[src/rqts_pkg.sv]
package rqts_pkg;

    // Task status codes, as held in the status table.
    typedef enum logic [2:0] {
        ST_UNUSED  = 3'd0,
        ST_RUNNING = 3'd1,
        ST_READY   = 3'd2,
        ST_BLOCKED = 3'd3,
        ST_WAITING = 3'd4,
        ST_HANGING = 3'd5
    } t_status;

    // Scheduling operations; codes 5 to 7 are reserved and change nothing.
    typedef enum logic [2:0] {
        OP_CREATE  = 3'd0,
        OP_PREEMPT = 3'd1,
        OP_BLOCK   = 3'd2,
        OP_UNBLOCK = 3'd3,
        OP_YIELD   = 3'd4
    } t_opcode;

    // Kinds of block requested by the block operation.
    localparam logic [1:0] KIND_BLOCKED = 2'd0;
    localparam logic [1:0] KIND_WAITING = 2'd1;
    localparam logic [1:0] KIND_HANGING = 2'd2;

    // Error codes reported with each result.
    localparam logic [1:0] ERR_OK          = 2'd0;
    localparam logic [1:0] ERR_IN_USE      = 2'd1;
    localparam logic [1:0] ERR_NOT_BLOCKED = 2'd2;

    // Priorities given at reset to task 0 and to the idle task.
    localparam logic [7:0] TASK0_PRIO = 8'd31;
    localparam logic [7:0] IDLE_PRIO  = 8'd10;

    // One scheduling operation.
    typedef struct packed {
        logic [2:0] opcode;
        logic [3:0] task_id;
        logic [7:0] priority_req;
        logic [1:0] block_kind;
    } t_op_item;

    // One scheduling result.
    typedef struct packed {
        logic [3:0] running_task;
        logic       switched;
        logic [7:0] slice_left;
        logic [4:0] ready_count;
        logic [1:0] error_code;
    } t_res_item;

    // True for the three statuses that a task leaves by being unblocked.
    function automatic logic is_blocked(input t_status s);
        is_blocked = (s == ST_BLOCKED) || (s == ST_WAITING) || (s == ST_HANGING);
    endfunction

endpackage

[src/rqts_if.sv]
// Channel carrying scheduling operations into the block.
interface rqts_op_if
    import rqts_pkg::*;
();
    logic     valid;
    logic     ready;
    t_op_item payload;

    modport source (output valid, output payload, input ready);
    modport sink   (input valid, input payload, output ready);
endinterface

// Channel carrying scheduling results out of the block.
interface rqts_res_if
    import rqts_pkg::*;
();
    logic      valid;
    logic      ready;
    t_res_item payload;

    modport source (output valid, output payload, input ready);
    modport sink   (input valid, input payload, output ready);
endinterface

[src/rqts_ring.sv]
module rqts_ring
    import rqts_pkg::*;
#(
    parameter int DEPTH   = 16,
    parameter int IDW     = 4,
    parameter int IDLE_ID = 1
) (
    input  logic           i_clk,
    input  logic           i_rst_n,
    input  logic           i_wr_en,
    input  logic [IDW-1:0] i_wr_addr,
    input  logic [IDW-1:0] i_wr_data,
    input  logic [IDW-1:0] i_rd_addr,
    output logic [IDW-1:0] o_rd_data
);

    // Ready deque storage. Only the first entry has a defined reset value:
    // it holds the idle task, which is the head of the deque after reset.
    logic [IDW-1:0] r_mem [DEPTH];
    logic [IDW-1:0] r_rd_data;

    always_ff @(posedge i_clk) begin
        if (!i_rst_n) begin
            r_mem[0] <= IDW'(IDLE_ID);
        end else if (i_wr_en) begin
            r_mem[i_wr_addr] <= i_wr_data;
        end
    end

    // The entry that becomes the head is read ahead into a register.
    // A write to that same entry in the same cycle is passed straight through.
    always_ff @(posedge i_clk) begin
        if (!i_rst_n) begin
            r_rd_data <= IDW'(IDLE_ID);
        end else if (i_wr_en && (i_wr_addr == i_rd_addr)) begin
            r_rd_data <= i_wr_data;
        end else begin
            r_rd_data <= r_mem[i_rd_addr];
        end
    end

    assign o_rd_data = r_rd_data;

endmodule

[src/ready_queue_task_scheduler_top.sv]
// Results are registered onto o_res. Throughput: one operation per cycle unless o_res stalls;
// the whole task table and deque update for an operation is a single pass of
// logic into the state and result registers.
// Reset (i_rst_n low, synchronous): task 0 running with priority 31, the idle
// task ready with priority 10 and alone in the deque, all other tasks unused.
module ready_queue_task_scheduler_top
    import rqts_pkg::*;
#(
    parameter int MAX_TASKS = 16,
    parameter int IDLE_TASK = 1
) (
    input  logic        i_clk,
    input  logic        i_rst_n,
    rqts_op_if.sink     i_op,
    rqts_res_if.source  o_res
);

    localparam int IDW     = $clog2(MAX_TASKS);
    localparam int CW      = $clog2(MAX_TASKS + 1);
    localparam int SW      = CW + 1;
    localparam int IDLE_ID = (IDLE_TASK != 0 && IDLE_TASK < MAX_TASKS) ? IDLE_TASK : 1;
    localparam logic [IDW-1:0] IDLE_IDX = IDW'(IDLE_ID);
    localparam logic [IDW-1:0] LAST_IDX = IDW'(MAX_TASKS - 1);

    // Task tables and deque pointers.
    t_status        r_status [MAX_TASKS];
    logic [7:0]     r_prio   [MAX_TASKS];
    logic [7:0]     r_slice  [MAX_TASKS];
    logic [IDW-1:0] r_head;
    logic [CW-1:0]  r_count;
    logic [IDW-1:0] r_cur;

    t_status        n_status [MAX_TASKS];
    logic [7:0]     n_prio   [MAX_TASKS];
    logic [7:0]     n_slice  [MAX_TASKS];
    logic [IDW-1:0] n_head;
    logic [CW-1:0]  n_count;
    logic [IDW-1:0] n_cur;

    // Result register.
    logic      r_out_valid;
    t_res_item r_res;
    t_res_item n_res;

    // Decode and deque helpers.
    t_op_item       w_op;
    logic           w_accept;
    logic           w_id_ok;
    logic [IDW-1:0] w_id;
    logic           w_not_full;
    logic [SW-1:0]  w_tail_sum;
    logic [IDW-1:0] w_tail;
    logic [IDW-1:0] w_head_dec;
    logic [IDW-1:0] w_head_inc;
    logic           w_app_cur;
    logic [CW-1:0]  w_cnt1;
    logic [IDW-1:0] w_next;
    logic           w_sw;
    logic [1:0]     w_err;
    t_status        w_block_st;

    logic           w_ring_we;
    logic [IDW-1:0] w_ring_waddr;
    logic [IDW-1:0] w_ring_wdata;
    logic [IDW-1:0] w_ring_raddr;
    logic [IDW-1:0] w_ring_rd;

    // A new operation is taken whenever the result register is free or draining.
    assign w_op       = i_op.payload;
    assign i_op.ready = !r_out_valid || o_res.ready;
    assign w_accept   = i_op.valid && i_op.ready;

    // Operand checks and ring position arithmetic.
    assign w_id_ok    = 32'(i_op.payload.task_id) < MAX_TASKS;
    assign w_id       = IDW'(w_op.task_id);
    assign w_not_full = r_count < CW'(MAX_TASKS);
    assign w_tail_sum = SW'(r_head) + SW'(r_count);
    assign w_tail     = (w_tail_sum >= SW'(MAX_TASKS)) ? IDW'(w_tail_sum - SW'(MAX_TASKS))
                                                       : IDW'(w_tail_sum);
    assign w_head_dec = (r_head == '0) ? LAST_IDX : r_head - IDW'(1);
    assign w_head_inc = (r_head == LAST_IDX) ? '0 : r_head + IDW'(1);

    // Dispatching operations put the current task back at the tail first when
    // it yields, or when it is preempted while still running.
    assign w_app_cur = (w_op.opcode == OP_YIELD)
                    || (w_op.opcode == OP_PREEMPT && r_status[r_cur] == ST_RUNNING);
    assign w_cnt1    = r_count + CW'(w_app_cur && w_not_full);

    // Status given to the current task by a block operation.
    always_comb begin
        case (w_op.block_kind)
            KIND_WAITING: w_block_st = ST_WAITING;
            KIND_HANGING: w_block_st = ST_HANGING;
            default:      w_block_st = ST_BLOCKED;
        endcase
    end

    // The ring holds the entry at the head of the next cycle ready in a register.
    assign w_ring_raddr = w_accept ? n_head : r_head;

    rqts_ring #(
        .DEPTH   (MAX_TASKS),
        .IDW     (IDW),
        .IDLE_ID (IDLE_ID)
    ) u_ring (
        .i_clk     (i_clk),
        .i_rst_n   (i_rst_n),
        .i_wr_en   (w_ring_we && w_accept),
        .i_wr_addr (w_ring_waddr),
        .i_wr_data (w_ring_wdata),
        .i_rd_addr (w_ring_raddr),
        .o_rd_data (w_ring_rd)
    );

    // Next state of the tables and the deque for the offered operation.
    always_comb begin
        n_status     = r_status;
        n_prio       = r_prio;
        n_slice      = r_slice;
        n_head       = r_head;
        n_count      = r_count;
        n_cur        = r_cur;
        w_next       = r_cur;
        w_sw         = 1'b0;
        w_err        = ERR_OK;
        w_ring_we    = 1'b0;
        w_ring_waddr = w_tail;
        w_ring_wdata = r_cur;

        unique case (w_op.opcode) inside
            OP_CREATE: begin
                if (!w_id_ok || r_status[w_id] != ST_UNUSED) begin
                    w_err = ERR_IN_USE;
                end else begin
                    n_status[w_id] = ST_READY;
                    n_prio[w_id]   = w_op.priority_req;
                    n_slice[w_id]  = w_op.priority_req;
                    if (w_not_full) begin
                        w_ring_we    = 1'b1;
                        w_ring_waddr = w_tail;
                        w_ring_wdata = w_id;
                        n_count      = r_count + CW'(1);
                    end
                end
            end
            OP_UNBLOCK: begin
                if (!w_id_ok || !is_blocked(r_status[w_id])) begin
                    w_err = ERR_NOT_BLOCKED;
                end else begin
                    n_status[w_id] = ST_READY;
                    if (w_not_full) begin
                        n_head       = w_head_dec;
                        w_ring_we    = 1'b1;
                        w_ring_waddr = w_head_dec;
                        w_ring_wdata = w_id;
                        n_count      = r_count + CW'(1);
                    end
                end
            end
            OP_PREEMPT, OP_BLOCK, OP_YIELD: begin
                w_sw = 1'b1;
                if (w_op.opcode == OP_BLOCK) begin
                    n_status[r_cur] = w_block_st;
                end
                if (w_app_cur) begin
                    n_status[r_cur] = ST_READY;
                    if (w_op.opcode == OP_PREEMPT) begin
                        n_slice[r_cur] = r_prio[r_cur];
                    end
                    if (w_not_full) begin
                        w_ring_we    = 1'b1;
                        w_ring_waddr = w_tail;
                        w_ring_wdata = r_cur;
                    end
                end
                // An empty deque dispatches the idle task straight away.
                if (w_cnt1 == '0) begin
                    w_next             = IDLE_IDX;
                    n_status[IDLE_IDX] = ST_READY;
                    n_count            = '0;
                end else begin
                    // With an empty deque the head is the entry just appended.
                    w_next  = (r_count == '0) ? r_cur : w_ring_rd;
                    n_head  = w_head_inc;
                    n_count = w_cnt1 - CW'(1);
                end
                n_status[w_next] = ST_RUNNING;
                n_cur            = w_next;
            end
            default: begin
            end
        endcase

        n_res.running_task = 4'(n_cur);
        n_res.switched     = w_sw;
        n_res.slice_left   = n_slice[n_cur];
        n_res.ready_count  = 5'(n_count);
        n_res.error_code   = w_err;
    end

    // Scheduler state and result handshake.
    always_ff @(posedge i_clk) begin
        if (!i_rst_n) begin
            for (int i = 0; i < MAX_TASKS; i++) begin
                r_status[i] <= ST_UNUSED;
                r_prio[i]   <= '0;
                r_slice[i]  <= '0;
            end
            r_status[0]        <= ST_RUNNING;
            r_prio[0]          <= TASK0_PRIO;
            r_slice[0]         <= TASK0_PRIO;
            r_status[IDLE_IDX] <= ST_READY;
            r_prio[IDLE_IDX]   <= IDLE_PRIO;
            r_slice[IDLE_IDX]  <= IDLE_PRIO;
            r_head             <= '0;
            r_count            <= CW'(1);
            r_cur              <= '0;
            r_out_valid        <= 1'b0;
        end else begin
            if (w_accept) begin
                r_status <= n_status;
                r_prio   <= n_prio;
                r_slice  <= n_slice;
                r_head   <= n_head;
                r_count  <= n_count;
                r_cur    <= n_cur;
            end
            if (w_accept) begin
                r_out_valid <= 1'b1;
            end else if (o_res.ready) begin
                r_out_valid <= 1'b0;
            end
        end
    end

    // Result payload is loaded with each accepted operation.
    always_ff @(posedge i_clk) begin
        if (w_accept) begin
            r_res <= n_res;
        end
    end

    assign o_res.valid   = r_out_valid;
    assign o_res.payload = r_res;

endmodule
[src/flat_wrapper.sv]
// flat-port wrapper written by rule: the top's interface ports become plain ports
module ready_queue_task_scheduler_top_flat import rqts_pkg::*;
#(
    parameter int MAX_TASKS = 16,
    parameter int IDLE_TASK = 1
)
  (i_clk, i_rst_n, i_op_valid, i_op_payload, i_op_ready, o_res_valid, o_res_payload, o_res_ready);
  rqts_op_if i_op_i ();
  rqts_res_if o_res_i ();
  input  logic i_clk;
  input  logic i_rst_n;
  input wire logic [$bits(i_op_i.valid)-1:0] i_op_valid;
  input wire logic [$bits(i_op_i.payload)-1:0] i_op_payload;
  output wire logic [$bits(i_op_i.ready)-1:0] i_op_ready;
  output wire logic [$bits(o_res_i.valid)-1:0] o_res_valid;
  output wire logic [$bits(o_res_i.payload)-1:0] o_res_payload;
  input wire logic [$bits(o_res_i.ready)-1:0] o_res_ready;
  assign i_op_i.valid = i_op_valid;
  assign i_op_i.payload = i_op_payload;
  assign i_op_ready = i_op_i.ready;
  assign o_res_valid = o_res_i.valid;
  assign o_res_payload = o_res_i.payload;
  assign o_res_i.ready = o_res_ready;
  ready_queue_task_scheduler_top #(.MAX_TASKS(MAX_TASKS), .IDLE_TASK(IDLE_TASK)) u_core (.i_clk(i_clk), .i_rst_n(i_rst_n), .i_op(i_op_i), .o_res(o_res_i));
endmodule
[config.mk]
export PLATFORM = sky130hd
export DESIGN_NAME = ready_queue_task_scheduler_top_flat
export DESIGN_NICKNAME = d
export VERILOG_FILES = /design/src/rqts_pkg.sv /design/src/rqts_if.sv /design/src/rqts_ring.sv /design/src/ready_queue_task_scheduler_top.sv /design/src/flat_wrapper.sv
export SDC_FILE = /design/constraint.sdc
export NUM_CORES = 1
export LEC_CHECK = 0
export ABC_AREA = 1
export ABC_CLOCK_PERIOD_IN_PS = 9350
export BUFFER_PORTS_ARGS = -buffer_cell sky130_fd_sc_hd__buf_2
export CAP_MARGIN = 40
export CORE_MARGIN = 2
export CORE_UTILIZATION = 30
export DETAILED_ROUTE_END_ITERATION = 10
export GPL_ROUTABILITY_DRIVEN = 0
export GPL_TIMING_DRIVEN = 0
export MAX_ROUTING_LAYER = met4
export PLACE_DENSITY = 0.49
export REMOVE_ABC_BUFFERS = 1
export SYNTH_ARGS = -nofsm -noshare
export SYNTH_HDL_FRONTEND = slang
export SYNTH_HIERARCHICAL = 1
export SYNTH_SLANG_ARGS = --single-unit
export TNS_END_PERCENT = 20
[constraint.sdc]
create_clock -name i_clk -period 9.35 [get_ports i_clk]
set_input_delay 0.4675 -clock i_clk [delete_from_list [all_inputs] [get_ports i_clk]]
set_output_delay 0.4675 -clock i_clk [all_outputs]
set_load 0.005 [all_outputs]
# Word level (Yosys, flattened, before mapping)
# Memory sizes are Yosys's and may differ from the RTL's. A register that Yosys moved wholly into a read port is not among the register bits.
# Cells that the tools add are included.
# word_totals
reg_bits	338
ram_bits	64
out_inout_bits	22
word_cells	207
n_memories	1
# op_classes
add_sub_neg	7
n_lt_le_gt_ge	9
n_eq_ne	13
n_mux	82
bitwise	14
n_reduce_logical	24
# memory_table
name	words	width	rd	rd_clocked_by_memory_dff	wr	line_no	rtl
u_core.u_ring.r_mem	16	4	1	1	1	rqts_ring.sv:19	logic [IDW-1:0] r_mem [DEPTH];
# op_table
cell	n
128-bit bitwise mux	3
128-bit 2-to-1 mux	3
48-bit 2-to-1 mux	6
128-bit case mux with 2 select lines	1
48-bit case mux with 3 select lines	1
32-bit AND	3
32-bit inverter	3
4-bit 2-to-1 mux	19
8-bit binary-select mux with 4-bit select	2
8-bit demux with 4-bit select	2
48-bit bitwise mux	1
8-bit 2-to-1 mux	6
16-bit bitwise OR	3
3-bit demux with 4-bit select	3
3-bit 2-to-1 mux	9
3-bit binary-select mux with 4-bit select	2
5-bit >= comparator (second input constant)	4
5-bit 2-to-1 mux	4
4-bit inverter with 5-bit output	4
4-bit case mux with 2 select lines	2
5-bit by 1-bit less-than comparator with 1-bit output (second input constant)	3
5-bit case mux with 3 select lines	1
1-bit 2-to-1 mux	13
5-bit logical NOT	2
other kinds (31)	49

# Longest topological paths before layout
# Gate-level depths: netlist of the first run.
# logic_depth
ltp_word	20
mapped_depth	36
depth_no_buf	32

# Modules after synthesis
# Netlist of the first run, hierarchy kept.
# modules_own_cells
mod	n_inst	cells_each	area_each_um2
ready_queue_task_scheduler_top	1	5106	27840.5
rqts_ring	1	318	3114.2

# Least setup slack after synthesis of the first run
# Ideal clock, no wire load.
# synth_path
kind	register -> register
start	reg u_core.r_cur[0]
end	reg u_core.u_ring.r_rd_data[1] (netlist: u_core/u_ring/o_rd_data[1]), read port of u_core.u_ring.r_mem
arrival_time_ns	4.125
required_time_ns	9.239
slack_ns	5.114
stages_incl_launch_ff	34
synth_period_minus_slack_ns	4.236
path_cell_list	dfxtp_1 buf_2 nand2_2 inv_2 buf_2 nand2_1 nand2_1 nor2_1 a21oi_1 nor2_1 a21boi_1 buf_2 nor2_1 ha_1 ha_1 inv_1 ha_1 inv_1 nor3_2 nand2_2 nand3_1 o21ai_0 o21ai_0 a31oi_1 a22oi_1 buf_2 inv_2 buf_2 o21ai_0 nand2_2 nand3_4 nand2_1 nor2_1 nor2_1
# synth_via
elab_chain_cells	13
# synth_lines
element	line_no	rtl
start: declaration	ready_queue_task_scheduler_top.sv:31	logic [IDW-1:0] r_cur;
start signal: assignment	ready_queue_task_scheduler_top.sv:226	r_cur <= n_cur;
4-bit inverter with 5-bit output (not written as such)	ready_queue_task_scheduler_top.sv:86	|| (w_op.opcode == OP_PREEMPT && r_status[r_cur] == ST_RUNNING);
3-bit binary-select mux with 4-bit select	ready_queue_task_scheduler_top.sv:86	
3-bit 2-to-1 mux (not written as such) (2 in a row)	ready_queue_task_scheduler_top.sv:86	
3-bit by 1-bit == test with 1-bit output	ready_queue_task_scheduler_top.sv:86	
1-bit logical AND	ready_queue_task_scheduler_top.sv:86	
1-bit logical OR	ready_queue_task_scheduler_top.sv:86	
1-bit logical AND	ready_queue_task_scheduler_top.sv:87	assign w_cnt1 = r_count + CW'(w_app_cur && w_not_full);
5-bit by 1-bit adder with 5-bit output	ready_queue_task_scheduler_top.sv:87	
5-bit logical NOT	ready_queue_task_scheduler_top.sv:177	if (w_cnt1 == '0) begin
4-bit 2-to-1 mux	ready_queue_task_scheduler_top.sv:177	
4-bit case mux with 2 select lines	ready_queue_task_scheduler_top.sv:130	unique case (w_op.opcode) inside
4-bit 2-to-1 mux	-	
net u_core.w_ring_raddr[0]	ready_queue_task_scheduler_top.sv:65	logic [IDW-1:0] w_ring_raddr;
end: declaration	rqts_ring.sv:20	logic [IDW-1:0] r_rd_data;
# The timed path passes the listed nets, and every way through them passes these cells. The select of a mux whose other input is x is not followed.
# A chain may end at the register's enable or synchronous reset.

==> summary.txt, run 1 <==
Clock tree
  – Clock tree from TritonCTS: done
  – Clock sink count: 406
  – Clock transition at the register clock pins on the worst setup and hold paths after CTS: ~0.060 ns
  – Post-CTS Hold Fix Bufs: 0
  – Post_cts resized: 0
  – Clk Tree Root Cell: sky130_fd_sc_hd__clkbuf_16
  – Max H-tree Level: 2
  – Clock latency of the later-clocked register in the worst-skew pair: approximately 0.68 ns
  – Number of setup buffers added after CTS: 0
  – Clock buffer count from CTS: 53
  – Maximum clock path buffer count: 3

Power and ir drop
  – Combinational Power Share: a little under a third
  – Leak Pwr: approximately 0.017 uW
  – Seq pwr share: between 30 and 40%
  – Tot Pwr: between 5000 and 6000 uW
  – Maximum resistive drop on vdd: between 0.15 and 0.2 mV
  – Power per cell area: 170 nW/um2
  – P_int: between 3000 and 4000 uW
  – Clock share of power: 35.2%
  – Share of total power consumed by net switching: 39.1%
  – Net load switching power: about 2300 uW

Timing
  – Max-slew violation count: 0
  – Worst clock skew on the final layout: 0.0499 ns
  – Share of the clock period used by the worst path: 79.4%
  – Peak clock frequency supported by timing: 0.135 GHz
  – Total of endpoints with negative setup slack in the final report: 0
  – Rel. slew slack: between 30% and 40%
  – Aggregate negative setup slack: 0 ns
  – Final Hold Slack: roughly 0.11 ns
  – Least-Margin Pin Slew: between 0.9 and 1 ns
  – Crit path time final: 7.42 ns
  – Unrepaired setup endpoints after global routing: no
  – Final Hold Viols: 0

Drt
  – Routed length on met3: 9710 um
  – Met2 wirelength from detailed routing: ~58000 um
  – Top Metal Used: met4
  – Met1 routed wirelength after detailed routing: slightly below 60000 um
  – Routed length per instance: approximately 20 um
  – Number of iterations in the first detailed-routing pass: 8
  – Number of design-rule violations left by the first detailed-router iteration: 3887
  – Routed wire length: approximately 130000 um
  – ANT nets after route: 0
  – Via density: slightly above 5
  – DRC violation count after routing: 0
  – Total via count after detailed routing: 34.6k

Yosys
  – Syn Std Cell Area: 31000 um2
  – Portion of the post-synthesis area used by sequential elements: between 20 and 30%
  – Mux cell area share after synthesis: 0%
  – Main area contributors after synthesis: sky130_fd_sc_hd__nand2_1, sky130_fd_sc_hd__dfxtp_1, sky130_fd_sc_hd__nand3_1
  – Most used flip-flop cell after synthesis: sky130_fd_sc_hd__dfxtp_1
  – Synthesized-area fraction occupied by xor and xnor cells: 0.311%
  – Number of standard cells after synthesis: ~5.4k
  – Average instance area after synthesis: 5.71 um2
  – Main combinational cell family by area after synthesis: simple AND/OR/NAND/NOR gates
  – Area fraction in compound gates after synthesis: between 10% and 20%
  – Leading cell type by number of instances after synthesis: sky130_fd_sc_hd__nand2_1
  – Most frequent cells after synthesis: sky130_fd_sc_hd__nand2_1, sky130_fd_sc_hd__nand3_1, sky130_fd_sc_hd__inv_1
  – Synth Area in Simple Gates: 42.1%
  – Count of warnings emitted by yosys: 6
  – Top-area cell type share of the netlist area: about a quarter
  – Async set-or-reset flop fraction in the synthesized netlist: 0%
  – Cell taking the most area after synthesis: sky130_fd_sc_hd__nand2_1
  – Number of different library cells in the post-synthesis netlist: 47
  – Synthesized flop and latch total: 406
  – Adder-cell area share of the yosys netlist: less than 1%
  – Number of synthesized flops with an enable pin: 84

Global routing
  – Largest net degree at the start of global routing: between 100 and 150
  – Global-route wire length before repair: 197000 um
  – Vias in the first global route: 31.1k
  – Gr usage total: between 20% and 30%
  – Initial antenna violation count: 6
  – Overflow after GRT: 0

Final layout
  – Post-synthesis to final-layout area growth: 11.8%
  – Share of final-layout standard cells stronger than drive strength 1: about 5.7%
  – Nets@finish: around 5.3k
  – Non-filler cells, final: 6665
  – Fillers: 11.5k

Hold path
  – Min-delay worst type: in2reg

Critical path
  – Worst path arrival time: 7.81 ns
  – Worst setup path category: reg2reg
  – Worst-path fanout max: 66
  – FF-to-FF setup slack: 1.93 ns
  – CP max stage delay: ~0.70 ns
  – Most prevalent standard cell on the critical path: sky130_fd_sc_hd__nor2_1
  – Startpoint Class: register
  – Setup crit start: u_core/r_cur[0]
  – Worst setup path end: u_core/o_res.payload[8]
  – Start of the worst register-to-register path: u_core/r_cur[0]
  – Crit path required time: between 9 and 10 ns
  – Endpoint kind of the worst setup timing path: register
  – R2r endpoint: u_core/o_res.payload[8]
  – Slowest library cell on the worst path: sky130_fd_sc_hd__clkinv_2
  – Reg2reg path depth: 29

Die
  – Initial core utilization: 30.3%
  – Cell Rows: between 100 and 150
  – I/O pin count: 43
  – Overall die width: about 330 um
  – Die Area: between 100000 and 150000 um2
  – Placeable Area: 102000 um2
  – Die Y-Extent: ~330 um

Placed design
  – Post-DP HPWL: approximately 86000 um
  – I/O Buffers: 42
  – Count of placed standard cells including taps: ~6.6k

Run status
  – Result of the run: finished clean

Flow run
  – Max_cap viols: 0
[registers in the layout (all words and copies together), names as in the netlist]
register,cells
u_core/r_prio,128
u_core/r_slice,128
u_core/u_ring/r_mem,64
u_core/r_status,48
u_core/o_res.payload,20
u_core/r_count,5
u_core/r_cur,4
u_core/r_head,4
u_core/u_ring/o_rd_data,4
u_core/o_res.valid,1
[layer usage]
metal	up-vias	global-route usage, %
met3	258	2.76
met4	0	8.58
met2	1383	37.9
li1	17100	-
met1	15900	33.4
met5	-	-
[layout make-up]
type	count	area (um2)	area share, %
antenna	2	5.00	0.0145
clock inverter	33	310	0.896
timing repair buffer	126	1620	4.69
tap	1368	1710	4.94
sequential	406	8970	25.9
clock buffer	66	1420	4.09
inverter	669	2530	7.32
multi-input combinational	3995	18000	52.1
[through the flow]
stage / cell area, um2 / util (%) / setup slack [ns]
finish: 34600 / 33.9 / 1.93
global route: 34600 / 33.9 / 1.71
CTS: 34600 / 33.9 / 2.18
detailed placement: 32900 / 32.2 / 1.77
global placement: 31300 / 30.7 / -45.34
floorplan: 29400 / - / -11.40
[worst min-delay path by stage]
| stage | from | end | depth (start not counted) |
|---|---|---|---|
| final | o_res_ready | u_core/o_res.valid | 4 |
| after global routing | o_res_ready | u_core/o_res.valid | 4 |
| after CTS | o_res_ready | u_core/o_res.valid | 4 |
| after detailed placement | u_core/r_prio[84] | u_core/r_prio[84] | 2 |
| after global placement | u_core/r_prio[29] | u_core/r_prio[29] | 2 |
| after floorplan | u_core/r_prio[0] | u_core/r_prio[0] | 2 |
[power groups by stage]
| stage | combinational, uW | sequential, uW | clock, uW |
|---|---|---|---|
| after floorplan | 1100 | 1970 | 0 |
| after global placement | 1790 | 2000 | 0 |
| after detailed placement | 1830 | 1980 | 0 |
| after CTS | 1840 | 1940 | 2130 |
| after global routing | 2040 | 1960 | 2200 |
| final | 1870 | 1950 | 2070 |
[cells by family (layout without fill, tap and decap cells)]
logic type                 count (synthesis)  in the layout
other                                      0              2
buffers and inverters                   1023            894
and+or+nand+nor                         3135           3135
xor gates and xnor gates                  11             11
adders and majority gates                 12             12
DFF                                      406            406
AOI/OAI and AO/OA                        837            837
[critical path: cells and delay by family (launching register included)]
family	cells	cell delay, ns
AOI/OAI and AO/OA	4	1.15
adders and majority gates	3	0.65
buffers and inverters	10	2.46
DFF	1	0.42
and+or+nand+nor	12	2.27
[cell usage in the layout (no fill, tap or decap), drive strengths merged, types with 4 or more instances in the layout]
master	synthesis	layout
a211oi	6	6
o211ai	136	136
edfxtp	84	84
nand2	2086	2086
xor2	9	9
ha	11	11
a31oi	17	17
or2	7	7
nand3	763	763
a221oi	8	8
dfxtp	322	322
o21ai	452	452
nor2	217	217
nand4	40	40
o22ai	4	4
clkbuf	216	66
buf	138	126
nor3	20	20
inv	662	662
a21oi	200	200
clkinv	7	34
o2111ai	4	4
(Power assumes the default switching activity.)
==> run 2, diff against run 1 <==
Settings changed: ABC_CLOCK_PERIOD_IN_PS 9350 to 7500.
Clock period 9.35 ns to 7.5 ns, I/O delays scaled along.
==> run 2 against run 1 <==
Critical path depth rose by 2. First-iteration DRC count down 1.9%. Maximum frequency is 5.6% higher. Hold slack better by 0.061 ns. Sequential share of layout area about the same. Sequential power increased by 25%. Clock-buffer cell count is the same. Global-route usage about the same. Largest cell class unchanged.
==> summary.txt, run 2 (synthesized netlist as in run 1, its figures left out) <==
Run status
  – Result of the run: finished clean

Timing
  – Final Hold Viols: 0
  – Least-Margin Pin Slew: between 0.9 and 1 ns
  – Peak clock frequency supported by timing: 0.142 GHz
  – Worst clock skew on the final layout: ~0.050 ns
  – Aggregate negative setup slack: 0 ns
  – Max-slew violation count: 0
  – Total of endpoints with negative setup slack in the final report: 0
  – Crit path time final: approximately 7.0 ns
  – Unrepaired setup endpoints after global routing: no
  – Rel. slew slack: between 30 and 40%
  – Share of the clock period used by the worst path: a little over nine tenths
  – Final Hold Slack: 0.168 ns

Critical path
  – Worst-path fanout max: 66
  – Slowest library cell on the worst path: sky130_fd_sc_hd__dfxtp_4
  – Startpoint Class: register
  – Start of the worst register-to-register path: u_core/r_cur[0]
  – Crit path required time: 7.89 ns
  – Worst path arrival time: 7.42 ns
  – Endpoint kind of the worst setup timing path: register
  – Setup crit start: u_core/r_cur[0]
  – Worst setup path category: reg2reg
  – CP max stage delay: 0.42 ns

Drt
  – Routed wire length: around 130000 um
  – Routed length per instance: slightly below 20 um
  – Number of design-rule violations left by the first detailed-router iteration: roughly 3.8k
  – ANT nets after route: 0
  – Total via count after detailed routing: around 35k
  – DRC violation count after routing: 0
  – Via density: 5.18
  – Number of iterations in the first detailed-routing pass: 6

Power and ir drop
  – Share of total power consumed by net switching: slightly below 40%
  – Power per cell area: about 210 nW/um2
  – Net load switching power: 2870 uW
  – Clock share of power: between 30% and 40%
  – Maximum resistive drop on vdd: about 0.19 mV
  – Seq pwr share: between 30 and 40%
  – P_int: about 4500 uW
  – Leak Pwr: roughly 0.017 uW
  – Tot Pwr: roughly 7300 uW
  – Combinational Power Share: roughly a third

Die
  – I/O pin count: 43
  – Die Y-Extent: 325 um
  – Overall die width: between 300 and 400 um
  – Cell Rows: around 120
  – Die Area: ~110000 um2
  – Placeable Area: slightly above 100000 um2
  – Initial core utilization: between 30% and 40%

Clock tree
  – Clock buffer count from CTS: 53
  – Clock transition at the register clock pins on the worst setup and hold paths after CTS: 0.05 ns
  – Clock sink count: roughly 410
  – Clock tree from TritonCTS: done
  – Clock latency of the later-clocked register in the worst-skew pair: 0.68 ns
  – Clk Tree Root Cell: sky130_fd_sc_hd__clkbuf_16
  – Maximum clock path buffer count: 3
  – Max H-tree Level: 2

Final layout
  – Post-synthesis to final-layout area growth: 11.9%
  – Most common cell after layout, fill and taps aside: sky130_fd_sc_hd__nand2_1
  – Largest registers: u_core/r_prio (128), u_core/r_slice (128), u_core/u_ring/r_mem (64)
  – Share of final-layout standard cells stronger than drive strength 1: between 5 and 6%
  – Commonest non-fill, non-tap cells in the layout: sky130_fd_sc_hd__nand2_1, sky130_fd_sc_hd__nand3_1, sky130_fd_sc_hd__inv_1
  – Nets@finish: between 5k and 6k
  – Fillers: roughly 11k

Global routing
  – Global-route wire length before repair: 197000 um
  – Initial antenna violation count: 6
  – Largest net degree at the start of global routing: about 150
  – Vias in the first global route: ~31k
  – Overflow after GRT: 0
  – Gr usage total: roughly 25%

Flow run
  – Max_cap viols: 0

Hold path
  – Min-delay worst type: in2reg
  – Start point of the worst hold path: i_rst_n

Placed design
  – Post-DP HPWL: 85800 um
  – I/O Buffers: between 40 and 50
==> run 2: changes by cell type in the layout (fill, tap and decap cells not counted), sizes merged <==
| cell | change |
|---|---|
| clkinv | -1 |
| dlygate4sd3 | +1 |
| inv | +1 |
==> run 2: worst max-delay path: cells and delay by family (launching register included) <==
family / cells / cell delay, ns
compound gates: 4 / 1.01
fa+ha+maj: 3 / 0.69
buf+inv: 11 / 2.23
flops: 1 / 0.42
simple gates: 13 / 2.21
==> run 2: final cells by class <==
cell class                 count  area [um2]  area share (%)
multi-input combinational   3995       18000            52.1
sequential                   406        8970            25.9
inverter                     669        2530            7.32
tap                         1368        1710            4.94
timing repair buffer         127        1630            4.72
clock buffer                  66        1420            4.09
clock inverter                33         310           0.896
antenna                        2        5.00          0.0145
==> run 2: worst paths after layout <==
kind	endpoint	slack (ns)	cells past startpoint
worst max-delay path	u_core/o_res.payload[8]	0.47	31
worst min-delay path	u_core/r_slice[35]	0.17	3
worst max register to register	u_core/o_res.payload[8]	0.47	31
worst min register to register	u_core/r_prio[47]	0.45	2
==> run 2: power by group through the flow <==
stage	Sequential (uW)	Combinational, uW	Clock, uW
floorplan	2460	1370	0
global placement	2490	2240	0
detailed placement	2470	2290	0
CTS	2420	2300	2660
global route	2440	2550	2740
finish	2430	2340	2590
==> run 2: per-layer routing <==
metal | vias up | global-route usage, % | part of all wire, %
met5 | - | - | 0
met4 | 0 | 8.58 | 3.6
met3 | 261 | 2.76 | 7.5
met2 | 1324 | 37.9 | 44
met1 | 15900 | 33.4 | 45
li1 | 17100 | - | -
==> run 2: through the flow <==
step	util [%]	cells	setup slack, ns	area, um2
6_report	33.9	6666	0.467	34600
5_1_grt	33.9	6666	0.202	34600
4_1_cts	33.9	6664	0.326	34600
3_5_place_dp	32.2	6564	0.0173	32900
3_3_place_gp	30.7	6480	-47.09	31300
2_1_floorplan	-	5070	-13.16	29400
==> run 2: what timing repair did <==
| action | CTS | global route |
|---|---|---|
| hold buffers | 1 | 0 |
| setup endpoints to repair | 0 | 8 |
| gates resized for setup | 0 | 1 |
| hold endpoints to repair | 1 | 0 |
| setup buffers | 0 | 0 |
